## src/rtl/core/sfd_pkg.sv

```systemverilog
// ----------------------------------------------------------------------------
// Servo frame deframer package
// Shared constants, phase encoding and result record for the deframer.
// ----------------------------------------------------------------------------
`default_nettype none

package sfd_pkg;

  localparam logic [7:0] HEADER_BYTE  = 8'h55;
  localparam logic [7:0] FIXED_LEN    = 8'd3;
  localparam int         PARAM_LANES  = 8;
  localparam int         LANE_IDX_W   = 3;
  localparam int         PARAM_WORD_W = 8 * PARAM_LANES;

  typedef enum logic [2:0] {
    PH_HUNT1 = 3'd0,
    PH_HUNT2 = 3'd1,
    PH_ID    = 3'd2,
    PH_LEN   = 3'd3,
    PH_CMD   = 3'd4,
    PH_PARAM = 3'd5,
    PH_SUM   = 3'd6
  } phase_t;

  localparam logic [1:0] ST_GOOD    = 2'd0;
  localparam logic [1:0] ST_CSUM    = 2'd1;
  localparam logic [1:0] ST_BAD_LEN = 2'd2;

  typedef struct packed {
    logic [1:0]              status;
    logic [7:0]              servo_id;
    logic [7:0]              command;
    logic [3:0]              param_count;
    logic [PARAM_WORD_W-1:0] param_word;
  } result_t;

endpackage

`default_nettype wire

```

## src/rtl/core/sfd_in_reg.sv

```systemverilog
// ----------------------------------------------------------------------------
// Deframer input register
// Holds one received byte until the parser consumes it.
// ----------------------------------------------------------------------------
`default_nettype none

module sfd_in_reg (
  input  wire logic       clk,
  input  wire logic       rst_n,
  input  wire logic       in_valid,
  input  wire logic [7:0] in_byte,
  input  wire logic       advance,
  output logic            in_stall,
  output logic            hold_valid,
  output logic [7:0]      hold_byte
);

  logic       valid_r, valid_nxt;
  logic [7:0] byte_r;

  // The held byte stays while the parser cannot take it.
  assign in_stall  = valid_r && !advance;
  assign valid_nxt = in_stall ? 1'b1 : in_valid;

  always_ff @(posedge clk) begin
    if (!rst_n) begin
      valid_r <= 1'b0;
    end else begin
      valid_r <= valid_nxt;
    end
  end

  always_ff @(posedge clk) begin
    if (in_valid && !in_stall) begin
      byte_r <= in_byte;
    end
  end

  assign hold_valid = valid_r;
  assign hold_byte  = byte_r;

endmodule

`default_nettype wire

```

## src/rtl/core/sfd_parser.sv

```systemverilog
// ----------------------------------------------------------------------------
// Deframer frame parser
// Phase machine, running checksum and parameter packing, one byte a pass.
// ----------------------------------------------------------------------------
`default_nettype none

module sfd_parser import sfd_pkg::*; #(
  parameter int MAX_PARAMS = 8
) (
  input  wire logic       clk,
  input  wire logic       rst_n,
  input  wire logic       advance,
  input  wire logic [7:0] rx_byte,
  output logic            res_valid,
  output result_t         res
);

  localparam logic [7:0] MAX_LEN = 8'(int'(FIXED_LEN) + MAX_PARAMS);

  phase_t                  phase_r, phase_nxt;
  logic [7:0]              id_r, id_nxt;
  logic [7:0]              len_r, len_nxt;
  logic [7:0]              cmd_r, cmd_nxt;
  logic [PARAM_WORD_W-1:0] buf_r, buf_nxt;
  logic [3:0]              idx_r, idx_nxt;
  logic [7:0]              sum_r, sum_nxt;

  always_ff @(posedge clk) begin
    if (!rst_n) begin
      phase_r <= PH_HUNT1;
      id_r    <= '0;
      len_r   <= '0;
      cmd_r   <= '0;
      buf_r   <= '0;
      idx_r   <= '0;
      sum_r   <= '0;
    end else if (advance) begin
      phase_r <= phase_nxt;
      id_r    <= id_nxt;
      len_r   <= len_nxt;
      cmd_r   <= cmd_nxt;
      buf_r   <= buf_nxt;
      idx_r   <= idx_nxt;
      sum_r   <= sum_nxt;
    end
  end

  always_comb begin
    phase_nxt = phase_r;
    id_nxt    = id_r;
    len_nxt   = len_r;
    cmd_nxt   = cmd_r;
    buf_nxt   = buf_r;
    idx_nxt   = idx_r;
    sum_nxt   = sum_r;
    res_valid = 1'b0;
    res       = '0;
    case (phase_r)
      PH_HUNT2: begin
        phase_nxt = (rx_byte == HEADER_BYTE) ? PH_ID : PH_HUNT1;
      end
      PH_ID: begin
        id_nxt    = rx_byte;
        sum_nxt   = rx_byte;
        buf_nxt   = '0;
        idx_nxt   = '0;
        cmd_nxt   = '0;
        phase_nxt = PH_LEN;
      end
      PH_LEN: begin
        len_nxt = rx_byte;
        if (rx_byte < FIXED_LEN || rx_byte > MAX_LEN) begin
          phase_nxt    = PH_HUNT1;
          res_valid    = 1'b1;
          res.status   = ST_BAD_LEN;
          res.servo_id = id_r;
        end else begin
          sum_nxt   = sum_r + rx_byte;
          phase_nxt = PH_CMD;
        end
      end
      PH_CMD: begin
        cmd_nxt   = rx_byte;
        sum_nxt   = sum_r + rx_byte;
        phase_nxt = (len_r == FIXED_LEN) ? PH_SUM : PH_PARAM;
      end
      PH_PARAM: begin
        for (int k = 0; k < PARAM_LANES; k++) begin
          if (idx_r[LANE_IDX_W-1:0] == LANE_IDX_W'(k)) begin
            buf_nxt[k*8 +: 8] = buf_r[k*8 +: 8] | rx_byte;
          end
        end
        sum_nxt = sum_r + rx_byte;
        idx_nxt = idx_r + 4'd1;
        // The count including this byte decides whether the checksum is next.
        if (({4'b0, idx_nxt} + FIXED_LEN) >= len_r) begin
          phase_nxt = PH_SUM;
        end
      end
      PH_SUM: begin
        phase_nxt       = PH_HUNT1;
        res_valid       = 1'b1;
        res.status      = (~sum_r == rx_byte) ? ST_GOOD : ST_CSUM;
        res.servo_id    = id_r;
        res.command     = cmd_r;
        res.param_count = 4'(len_r - FIXED_LEN);
        res.param_word  = buf_r;
      end
      default: begin
        phase_nxt = (rx_byte == HEADER_BYTE) ? PH_HUNT2 : PH_HUNT1;
      end
    endcase
  end

endmodule

`default_nettype wire

```

## src/rtl/core/sfd_out_reg.sv

```systemverilog
// ----------------------------------------------------------------------------
// Deframer result register
// Holds one finished result until the downstream side takes it.
// ----------------------------------------------------------------------------
`default_nettype none

module sfd_out_reg import sfd_pkg::*; (
  input  wire logic clk,
  input  wire logic rst_n,
  input  wire logic load,
  input  result_t   res,
  input  wire logic out_stall,
  output logic      out_valid,
  output logic      free,
  output result_t   out_res
);

  logic    valid_r, valid_nxt;
  result_t res_r;

  assign free      = !valid_r || !out_stall;
  assign valid_nxt = load ? 1'b1 : (valid_r && out_stall);

  always_ff @(posedge clk) begin
    if (!rst_n) begin
      valid_r <= 1'b0;
    end else begin
      valid_r <= valid_nxt;
    end
  end

  always_ff @(posedge clk) begin
    if (load) begin
      res_r <= res;
    end
  end

  assign out_valid = valid_r;
  assign out_res   = res_r;

endmodule

`default_nettype wire

```

## src/rtl/core/servo_frame_deframer.sv

```systemverilog
// ----------------------------------------------------------------------------
// Servo frame deframer
// Recognises 0x55 0x55 id length command params checksum frames, byte-serial.
// ----------------------------------------------------------------------------
// A completing byte passes the input register, then the parser pass into the
// result register. Throughput: one byte per cycle, set by the single parser
// pass per byte, unless a finished result waits on a stalled output.
// Reset: synchronous, active low; clears both valid flags and the parser,
// which then hunts for the first header byte.
// ----------------------------------------------------------------------------
`default_nettype none

module servo_frame_deframer import sfd_pkg::*; #(
  parameter int MAX_PARAMS = 8
) (
  input  wire logic        clk,
  input  wire logic        rst_n,
  input  wire logic        in_valid,
  output logic             in_stall,
  input  wire logic [7:0]  in_rx_byte,
  output logic             out_valid,
  input  wire logic        out_stall,
  output logic [1:0]       out_status,
  output logic [7:0]       out_servo_id,
  output logic [7:0]       out_command,
  output logic [3:0]       out_param_count,
  output logic [63:0]      out_param_word
);

  logic       hold_valid;
  logic [7:0] hold_byte;
  logic       advance;
  logic       res_valid;
  logic       out_free;
  result_t    res;
  result_t    out_res;

  // The input register parts the upstream side from the parser, so a byte
  // is taken every cycle unless the held byte gives a result while the
  // result register is still occupied and stalled.
  sfd_in_reg u_in (
    .clk        (clk),
    .rst_n      (rst_n),
    .in_valid   (in_valid),
    .in_byte    (in_rx_byte),
    .advance    (advance),
    .in_stall   (in_stall),
    .hold_valid (hold_valid),
    .hold_byte  (hold_byte)
  );

  // The parser only moves on when the held byte can be fully dealt with:
  // bytes that give no result always pass, those that do need a free slot.
  assign advance = hold_valid && (!res_valid || out_free);

  sfd_parser #(
    .MAX_PARAMS (MAX_PARAMS)
  ) u_parser (
    .clk       (clk),
    .rst_n     (rst_n),
    .advance   (advance),
    .rx_byte   (hold_byte),
    .res_valid (res_valid),
    .res       (res)
  );

  // The result register keeps a finished frame until its transfer, while
  // further bytes continue to flow into the parser.
  sfd_out_reg u_out (
    .clk       (clk),
    .rst_n     (rst_n),
    .load      (advance && res_valid),
    .res       (res),
    .out_stall (out_stall),
    .out_valid (out_valid),
    .free      (out_free),
    .out_res   (out_res)
  );

  assign out_status      = out_res.status;
  assign out_servo_id    = out_res.servo_id;
  assign out_command     = out_res.command;
  assign out_param_count = out_res.param_count;
  assign out_param_word  = out_res.param_word;

endmodule

`default_nettype wire

```

## config.mk

```make
export PLATFORM = sky130hd
export DESIGN_NAME = servo_frame_deframer
export DESIGN_NICKNAME = d
export VERILOG_FILES = /design/src/rtl/core/sfd_pkg.sv /design/src/rtl/core/sfd_in_reg.sv /design/src/rtl/core/sfd_parser.sv /design/src/rtl/core/sfd_out_reg.sv /design/src/rtl/core/servo_frame_deframer.sv
export SDC_FILE = /design/constraint.sdc
export NUM_CORES = 1
export LEC_CHECK = 0
export BUFFER_PORTS_ARGS = -buffer_cell sky130_fd_sc_hd__buf_2
export CAP_MARGIN = 30
export CORE_UTILIZATION = 55
export DETAILED_ROUTE_END_ITERATION = 6
export HOLD_SLACK_MARGIN = 0.03
export PLACE_DENSITY = 0.76
export RECOVER_POWER = 100
export SYNTH_ARGS = -nofsm -noshare
export SYNTH_HDL_FRONTEND = slang
export SYNTH_HIERARCHICAL = 1
export SYNTH_SLANG_ARGS = --single-unit
```

## constraint.sdc

```tcl
create_clock -name clk -period 4.45 [get_ports clk]
set_clock_uncertainty 0.05 [all_clocks]
set_input_delay 0.445 -clock clk [delete_from_list [all_inputs] [get_ports clk]]
set_output_delay 0.445 -clock clk [all_outputs]
set_load 0.01 [all_outputs]
```

==> out/results.tsv, run 1 <==
stage	metric	value	unit
pwr	Clock power frac	0.422	
synthesis	Post-synth ARST share	0	
timing	actual slew at the worst max-slew pin	1.756	ns
synthesis	post-synth top area share	0.3602	
timing	Tmin final	3.806	ns
finish	share of layout cells above drive strength 1	0.07353	
min_path	Min-Delay Endpoint	u_in/hold_byte[2]	
critical_path	crit path max fanout	46	
timing	Tcrit/Tclk final	0.8553	
clock_tree	setup bufs post-CTS	0	
drt	Routed WL	16.07	mm
synthesis	Synth Flop Type	dfxtp_1	
clock_tree	root buf cell	clkbuf_16	
timing	slew margin rel.	-0.1705	
pwr	combinational share of power	0.025	
critical_path	Worst setup EP type	flop	
drt	drt wl/cell	16.13	um
grt	initial antenna violation count	0	
clock_tree	clk_lat worst skew	0.43	ns
critical_path	startpoint types	flop	
synthesis	Seq/Total Area, Yosys	0.6284	
timing	Final Hold Fails	0	
finish	nets@finish	835	
floorplanning	IO Pins	100	
synthesis	Syn Area/Cell	11.05	um^2
pwr	sequential fraction of design power	0.553	
synthesis	post-synthesis register bit count	199	
min_path	Hold Path Origin	in_rx_byte[2]	
pwr	Max IR drop VDD	0.2370	mV
synthesis	Synth warnings	6	
drt	drt first pass iters	5	
floorplanning	Cell Rows	43	
floorplanning	full die area	14730	um^2
synthesis	Post-synth EDFFs	94	
synthesis	largest area contributor in the netlist	edfxtp_1	
run_status	status	complete, but fails checks	
pwr	power density over the cells	385.1	nW/um^2
placed_design	hpwl dp	10.17	mm
clock_tree	CTS tree	done	
drt	routed via count	5485	
drt	initial drt markers	381	
clock_tree	clk slew on worst S/H paths	0.07	ns
finish	synthesis-to-finish area growth	14.30	%
drt	Routed Antenna Nets	0	
grt	via count of the first global-routing pass	5226	
grt	first-pass GRT wire length	25.58	mm
synthesis	Post-Syn Nets	741	
synthesis	post-synthesis cell area	7838	um^2
critical_path	worst-case reg-to-reg path depth	7	
finish	filler cell count in the final layout	1146	
pwr	Internal	2670	uW
critical_path	reg2reg end	u_out/out_res[12]	
clock_tree	largest buffer count on any clock path	2	
clock_tree	TritonCTS Sinks	199	
synthesis	count leader, synth	dfxtp_1	
min_path	worst min-delay path class	in -> reg	
synthesis	Yosys cell types	54	
clock_tree	H-tree depth	4	
critical_path	flop2flop setup slack	0.64	ns
floorplanning	die span in y	121.4	um
pwr	Pleak	0.003392	uW
critical_path	RR Startpoint	u_in/hold_byte[0]	
clock_tree	post-cts gate resize count	0	
floorplanning	core area	13880	um^2
floorplanning	DIE WIDTH	121.4	um
grt	All-Layer GR Usage	0.2287	
timing	RSZ-0062 raised after global routing	false	
synthesis	Post-Syn Instances	709	
finish	utilization after layout	0.6454	
critical_path	required time of the critical path	4.47	ns
finish	# diodes	0	
timing	number of setup violations in the final report	0	
timing	fin. max-slew vios	61	
timing	Max Freq	262.7	MHz
pwr	switching part of the total	0.2262	
min_path	WHS Path Cells	1	
critical_path	WP data arrival	3.82	ns
flow_run	maxcap violations	1	
drt	DR vias/cell	5.507	
floorplanning	initial core utilization	0.5646	
pwr	switching power	780.6	uW
placed_design	Port Buffers	99	
clock_tree	Num CTS Buffers	17	
grt	total grt overflow	0	
clock_tree	Hold-fix buffers, CTS	0	
timing	setup TNS	0	ns
run_status	failing checks	max-capacitance violations, max-slew violations	
grt	largest net degree at the start of global routing	61	
drt	Post-route DRC	0	
placed_design	routability cong.	0.9199	
synthesis	Commonest cells post-synth	105 x dfxtp_1, 94 x edfxtp_1, 89 x nor2_1	
critical_path	WS Path Type	reg -> reg	
synthesis	top cells by area, synth	edfxtp_1 36%, dfxtp_1 27%, and2_1 7.0%, a21oi_1 5.2%, nor2_1 4.3%	
## power groups by stage
stage	Clock [uW]	Sequential [uW]	Combinational (uW)
4_1_cts	1480	1910	87.0
2_1_floorplan	0	1950	47.8
3_5_place_dp	0	1950	87.0
5_1_grt	1550	1910	92.1
3_3_place_gp	0	1950	83.5
6_report	1460	1910	86.4
## metal layers
layer | vias to the layer above | global-route usage | part of all wire
li1 | 2647 | - | -
met1 | 2622 | 0.2882 | 0.43
met2 | 171 | 0.3633 | 0.47
met3 | 45 | 0.05357 | 0.061
met4 | 0 | 0.1242 | 0.031
met5 | - | 0 | 0
## worst max path at each step
stage                       from                  to  slack (ns)  cells after the start
2_1_floorplan  u_in/hold_byte[4]  u_parser/buf_r[41]        1.20                     12
3_3_place_gp   u_in/hold_byte[4]  u_parser/buf_r[18]        0.94                     12
3_5_place_dp   u_in/hold_byte[4]  u_parser/buf_r[30]        0.81                     12
4_1_cts        u_in/hold_byte[4]  u_parser/buf_r[15]        0.79                     12
5_1_grt        u_in/hold_byte[0]   u_out/out_res[13]        0.22                      7
6_report       u_in/hold_byte[0]   u_out/out_res[12]        0.64                      7
## area by class of cell
cell class / instances / area (um^2) / share of cell area
flip-flops and latches: 199 / 4925 / 0.5497
multi-input cells: 460 / 2704 / 0.3018
repair buffers: 112 / 491.7 / 0.05489
clock buffers: 17 / 425.4 / 0.04749
well taps: 180 / 225.2 / 0.02514
clock inverters: 15 / 138.9 / 0.01550
inverters: 13 / 48.80 / 0.005447
## placed cells by master, fill, tap and decap left out, types with 7 or more instances in the layout
master	count
dfxtp_1	105
edfxtp_1	94
clkbuf_1	89
nor2_1	89
a21oi_1	82
and2_0	59
nand2_1	49
and2_1	29
nor2b_1	20
ha_1	19
a21boi_0	18
clkbuf_16	17
inv_1	13
o21ai_0	13
buf_2	11
buf_4	10
a22oi_1	9
a211oi_1	7
nand3_1	7
## kinds of logic after synthesis
| logic type | after synthesis | share of synthesized area |
|---|---|---|
| XOR/XNOR | 9 | 0.01006 |
| adder cells (fa/ha/maj) | 20 | 0.03289 |
| multiplexers | 4 | 0.005109 |
| flip-flops | 199 | 0.6284 |
| AO/OA/AOI/OAI | 152 | 0.1221 |
| AND/OR/NAND/NOR | 275 | 0.1770 |
| buffers and inverters | 50 | 0.02442 |
## critical path: stages, from the launching register on
cell and delay (ns):
edfxtp_1 0.40, a211oi_1 0.51, a211oi_1 0.16, nor2_1 0.12, mux2i_1 0.08, nor2b_1 0.46, and3_2 0.88, clkbuf_4 0.76
## flip-flops by register name (all words and copies together), names as in the netlist
name / count
u_parser/len_r: 8
u_parser/buf_r: 64
u_out/out_valid: 1
u_parser/phase_r: 3
u_parser/id_r: 8
u_out/out_res: 86
u_in/hold_byte: 8
u_parser/sum_r: 8
u_in/hold_valid: 1
u_parser/idx_r: 4
u_parser/cmd_r: 8
## stage by stage
step / hold slack, ns / setup slack (ns) / total power [uW] / instances / cell area, um^2
finish: 0.1318 / 0.6441 / 3450 / 996 / 8959
global route: 0.1164 / 0.2233 / 3549 / 996 / 8959
CTS: 0.1170 / 0.7874 / 3474 / 996 / 9129
detailed placement: 0.3964 / 0.8137 / 2036 / 964 / 8564
global placement: 0.3887 / 0.9353 / 2032 / 962 / 8537
floorplan: 0.3785 / 1.195 / 2000 / 709 / 7838
Note: power is estimated with default switching activity, not from simulation.
==> run 2: changes to the inputs <==
--- a/config.mk
+++ b/config.mk
@@ -9,10 +9,9 @@
 export CAP_MARGIN = 30
 export CORE_UTILIZATION = 55
 export DETAILED_ROUTE_END_ITERATION = 6
-export HOLD_SLACK_MARGIN = 0.03
+export MAX_ROUTING_LAYER = met4
 export PLACE_DENSITY = 0.76
 export RECOVER_POWER = 100
 export SYNTH_ARGS = -nofsm -noshare
 export SYNTH_HDL_FRONTEND = slang
-export SYNTH_HIERARCHICAL = 1
 export SYNTH_SLANG_ARGS = --single-unit
==> out/results.tsv, run 2 <==
stage	metric	value	unit
run_status	status	completed	
finish	share of layout cells above drive strength 1	0.06740	
clock_tree	CTS tree	done	
synthesis	post-synthesis cell area	7949	um^2
clock_tree	clk_lat worst skew	0.43	ns
timing	Final Hold Fails	0	
synthesis	adder-cell share of the synthesized area	0.03243	
synthesis	Synth Flop Type	dfxtp_1	
pwr	Clock power frac	0.443	
pwr	sequential fraction of design power	0.534	
finish	synthesis-to-finish area growth	13.32	%
drt	Routed Antenna Nets	0	
pwr	switching power	736.9	uW
synthesis	xor and xnor area share after synthesis	0.009917	
finish	most common cell after layout, fill and taps aside	nor2_1	
synthesis	Post-Syn Instances	721	
grt	total grt overflow	0	
finish	commonest non-fill, non-tap cells in the layout	108 x nor2_1, 105 x dfxtp_1, 100 x a21oi_1	
pwr	combinational share of power	0.023	
pwr	Internal	2879	uW
floorplanning	Cell Rows	43	
clock_tree	largest buffer count on any clock path	2	
synthesis	Post-Syn Nets	753	
synthesis	Seq/Total Area, Yosys	0.6195	
pwr	Max IR drop VDD	0.1875	mV
timing	number of setup violations in the final report	0	
synthesis	Commonest cells post-synth	105 x dfxtp_1, 99 x a21oi_1, 99 x nor2_1	
timing	Tmin final	3.096	ns
drt	Post-route DRC	0	
finish	# diodes	0	
drt	drt first pass iters	5	
synthesis	post-synthesis register bit count	199	
clock_tree	clk slew on worst S/H paths	0.07	ns
timing	RSZ-0062 raised after global routing	false	
critical_path	slowest stage cell, crit path	edfxtp_1	
critical_path	CP max stage delay	0.67	ns
critical_path	WP data arrival	3.37	ns
grt	first-pass GRT wire length	27.54	mm
floorplanning	DIE WIDTH	122.2	um
flow_run	maxcap violations	0	
critical_path	crit path max fanout	54	
floorplanning	initial core utilization	0.5682	
critical_path	required time of the critical path	4.72	ns
clock_tree	TritonCTS Sinks	199	
drt	DR vias/cell	5.696	
synthesis	post-synth top area share	0.3551	
critical_path	Worst setup EP type	flop	
drt	Routed WL	17.91	mm
floorplanning	IO Pins	100	
critical_path	startpoint types	flop	
timing	Fin Hold WS	0.1397	ns
clock_tree	setup bufs post-CTS	0	
grt	largest net degree at the start of global routing	84	
placed_design	routability cong.	0.9255	
synthesis	Syn Area/Cell	11.02	um^2
synthesis	count leader, synth	dfxtp_1	
synthesis	largest family of logic cells by synthesized area	simple AND/OR/NAND/NOR gates	
clock_tree	H-tree depth	4	
pwr	Pleak	0.003305	uW
pwr	switching part of the total	0.2038	
synthesis	Post-synth ARST share	0	
synthesis	top cells by area, synth	edfxtp_1 36%, dfxtp_1 26%, a21oi_1 6.2%, and3_1 5.9%, nor2_1 4.7%	
grt	via count of the first global-routing pass	5368	
finish	final std cell area, no fill	9007	um^2
drt	initial drt markers	570	
critical_path	Cell Chain, Critical Path	nor4_1 > nand3_1 > nor2b_1 > a21oi_1 > nor2_1 > buf_12 > o21a_1	
drt	routed via count	5673	
pwr	power density over the cells	401.5	nW/um^2
placed_design	hpwl dp	11.66	mm
critical_path	WS Path Type	reg -> reg	
placed_design	Port Buffers	99	
timing	Max Freq	323.0	MHz
grt	initial antenna violation count	0	
synthesis	Post-Synth Simple-Gate Area	0.1804	
clock_tree	Hold-fix buffers, CTS	0	
timing	Tcrit/Tclk final	0.6957	
grt	All-Layer GR Usage	0.2536	
clock_tree	root buf cell	clkbuf_16	
synthesis	Post-synth EDFFs	94	
timing	fin. max-slew vios	0	
placed_design	area post-placement	8593	um^2
floorplanning	core area	13990	um^2
finish	nets@finish	835	
synthesis	Synth warnings	0	
finish	Largest register FFs	86	
min_path	worst min-delay path class	in -> reg	
synthesis	Yosys cell types	59	
clock_tree	Num CTS Buffers	17	
floorplanning	full die area	14940	um^2
floorplanning	die span in y	122.2	um
timing	actual slew at the worst max-slew pin	0.9367	ns
synthesis	largest area contributor in the netlist	edfxtp_1	
drt	drt wl/cell	17.98	um
timing	slew margin rel.	0.3689	
finish	filler cell count in the final layout	1108	
synthesis	mux share of post-synthesis cell area	0.01133	
clock_tree	post-cts gate resize count	0	
synthesis	Compound-Gate Fraction of Synth Area	0.1149	
timing	setup TNS	0	ns
==> run 2: worst paths after layout <==
kind,from,endpoint,slack [ns],cells past startpoint
worst max-delay path,u_in.hold_byte[5],u_out.out_valid,1.35,7
worst min-delay path,in_rx_byte[0],u_in.hold_byte[0],0.14,1
worst max register to register,u_in.hold_byte[5],u_out.out_valid,1.35,7
worst min register to register,u_parser.cmd_r[6],u_parser.cmd_r[6],0.40,2
==> run 2: power groups by stage <==
stage	registers [uW]	logic, uW	clock network (uW)
final	1930	83.3	1600
after global routing	1930	88.7	1690
after CTS	1930	87.3	1620
after detailed placement	1970	86.6	0
after global placement	1970	80.1	0
after floorplan	1950	62.1	0
==> run 2: through the flow <==
stage	cells	total power, uW	util	worst slack, ns
after floorplan	721	2017	-	0.4697
after global placement	961	2049	0.6109	1.308
after detailed placement	963	2057	0.6143	1.152
after CTS	995	3638	0.6591	1.140
after global routing	996	3712	0.6439	1.187
final	996	3616	0.6439	1.354
==> run 2: cell families (layout without fill, tap and decap cells) <==
group	after synthesis	in the layout
DFF	199	199
buffers and inverters	60	155
AOI/OAI and AO/OA	151	151
muxes	9	9
xor gates and xnor gates	9	9
adders and majority gates	20	20
and+or+nand+nor	273	273
==> run 2: layout make-up <==
cell class	count	area, um^2	share of cell area
clock inverters	14	197.7	0.02195
clock buffers	18	429.2	0.04765
repair buffers	109	513.0	0.05695
flip-flops and latches	199	4925	0.5467
multi-input cells	462	2665	0.2959
well taps	180	225.2	0.02500
inverters	14	52.55	0.005834
==> run 2: worst max-delay path, delay by kind of cell, from the launching register on <==
| kind | cells | cell delay [ns] |
|---|---|---|
| and+or+nand+nor | 4 | 1.21 |
| DFF | 1 | 0.67 |
| AOI/OAI and AO/OA | 2 | 0.73 |
| buffers and inverters | 1 | 0.30 |
==> run 2: metal layers <==
| layer | track usage | share of wire |
|---|---|---|
| met2 | 0.4091 | 0.49 |
| met4 | 0.08689 | 0.014 |
| met5 | - | 0 |
| met3 | 0.04368 | 0.057 |
| met1 | 0.3237 | 0.44 |
==> run 3: changes to the inputs <==
==> constraint.sdc (replaced) <==
create_clock -name clk -period 3.1 [get_ports clk]
set_clock_uncertainty 0.05 [all_clocks]
set_input_delay 0.31 -clock clk [delete_from_list [all_inputs] [get_ports clk]]
set_output_delay 0.31 -clock clk [all_outputs]
set_load 0.01 [all_outputs]
==> out/results.tsv, run 3 (same netlist as run 2, synthesis figures left out) <==
stage	metric	value	unit
timing	setup TNS	0	ns
grt	via count of the first global-routing pass	5497	
floorplanning	DIE WIDTH	122.2	um
finish	nets@finish	852	
grt	total grt overflow	0	
grt	initial antenna violation count	0	
drt	drt wl/cell	17.51	um
finish	Largest register FFs	86	
finish	# diodes	0	
timing	final setup margin	0.3453	ns
timing	Final Hold Fails	0	
clock_tree	CTS tree	done	
critical_path	startpoint types	flop	
critical_path	Worst setup EP type	flop	
grt	busiest grt layer	met2	
placed_design	setup slack at placement	0.4121	ns
clock_tree	TritonCTS Sinks	199	
grt	GR Layer Usage met1	0.3014	
floorplanning	core area	13990	um^2
drt	initial drt markers	464	
drt	DR vias/cell	5.742	
critical_path	WP data arrival	2.83	ns
min_path	worst min-delay path class	in -> reg	
clock_tree	H-tree depth	4	
clock_tree	clk slew on worst S/H paths	0.07	ns
run_status	status	completed	
placed_design	DP Cell Count	973	
drt	drt first pass iters	6	
finish	Sequential Area	4925	um^2
timing	Tmin final	2.755	ns
floorplanning	initial core utilization	0.5682	
flow_run	maxcap violations	0	
timing	fin. max-slew vios	0	
timing	Tcrit/Tclk final	0.8886	
grt	first-pass GRT wire length	27.32	mm
floorplanning	IO Pins	100	
timing	number of setup violations in the final report	0	
floorplanning	Cell Rows	43	
placed_design	hpwl dp	11.08	mm
floorplanning	die span in y	122.2	um
pwr	power density over the cells	566.5	nW/um^2
pwr	Pwr Total	5197	uW
clock_tree	Num CTS Buffers	17	
finish	share of layout cells above drive strength 1	0.08764	
finish	area of the multi-input gates	2736	um^2
finish	most common cell after layout, fill and taps aside	dfxtp_1	
floorplanning	full die area	14940	um^2
finish	commonest non-fill, non-tap cells in the layout	105 x dfxtp_1, 102 x nor2_1, 99 x a21oi_1	
drt	Routed Antenna Nets	0	
pwr	Pleak	0.003378	uW
clock_tree	root buf cell	clkbuf_16	
pwr	Max IR drop VDD	0.3630	mV
critical_path	crit path max fanout	43	
placed_design	Port Buffers	99	
drt	routed via count	5817	
grt	met2 Usage GRT	0.4098	
timing	actual slew at the worst max-slew pin	1.008	ns
timing	Fin Hold WS	0.05437	ns
grt	met3 GRT Util	0.05019	
finish	filler cell count in the final layout	1121	
finish	synthesis-to-finish area growth	15.41	%
clock_tree	clk_lat worst skew	0.44	ns
drt	Routed WL	17.74	mm
grt	largest net degree at the start of global routing	62	
timing	slew margin rel.	0.3282	
clock_tree	largest buffer count on any clock path	2	
timing	Max Freq	363.0	MHz
timing	RSZ-0062 raised after global routing	false	
critical_path	WS Path Type	reg -> reg	
finish	count of non-filler cells in the finished layout	1013	
critical_path	required time of the critical path	3.17	ns
drt	Post-route DRC	0	
grt	All-Layer GR Usage	0.2526	
placed_design	routability cong.	0.8897	
## run 3: cell count changes in the layout (fill, tap and decap cells not counted), sizes merged
| cell | change |
|---|---|
| buf | +10 |
| clkinv | -1 |
| dlygate4sd3 | +8 |
## run 3: layout make-up
| cell class | count | area share |
|---|---|---|
| Inverter | 14 | 0.005728 |
| Timing Repair Buffer | 126 | 0.06792 |
| Tap cell | 180 | 0.02455 |
| Clock buffer | 19 | 0.04719 |
| Multi-Input combinational cell | 462 | 0.2983 |
| Clock inverter | 13 | 0.01950 |
| Sequential cell | 199 | 0.5368 |
## run 3: final timing paths
kind / start / to / slack, ns / cells after the start
max reg2reg: u_parser.phase_r[1] / u_out.out_res[55] / 0.35 / 6
max: u_parser.phase_r[1] / u_out.out_res[55] / 0.35 / 6
min reg2reg: u_parser.cmd_r[1] / u_parser.cmd_r[1] / 0.40 / 2
min: in_valid / u_in.hold_valid / 0.05 / 3
## run 3: stage by stage
stage	instance area (um^2)	utilization
3_3_place_gp	8648	0.6182
2_1_floorplan	7954	-
5_1_grt	9174	0.6558
6_report	9174	0.6558
3_5_place_dp	8648	0.6182
4_1_cts	9340	0.6677
## run 3: power by group
part	switching [uW]	internal (uW)	total, uW
combinational	112	48.9	161
clock	940	1350	2290
sequential	11.1	2740	2750
total	1060	4130	5200
## run 3: timing repair
item,CTS,global route
hold buffers,8,0
setup buffers,0,0
endpoints found under the hold margin,8,0
resized for setup,0,0
## run 3: critical path: stages (launching register included)
cell and delay, ns:
dfxtp_1 0.82, nor2b_1 0.25, nand2_1 0.09, nor2b_1 0.20
a21oi_2 0.13, nor2_4 0.55, buf_12 0.31
## run 3: per-layer routing
| layer | share of wire | vias up |
|---|---|---|
| li1 | - | 2755 |
| met4 | 0.029 | 0 |
| met2 | 0.49 | 226 |
| met3 | 0.062 | 51 |
| met5 | 0 | - |
| met1 | 0.41 | 2785 |
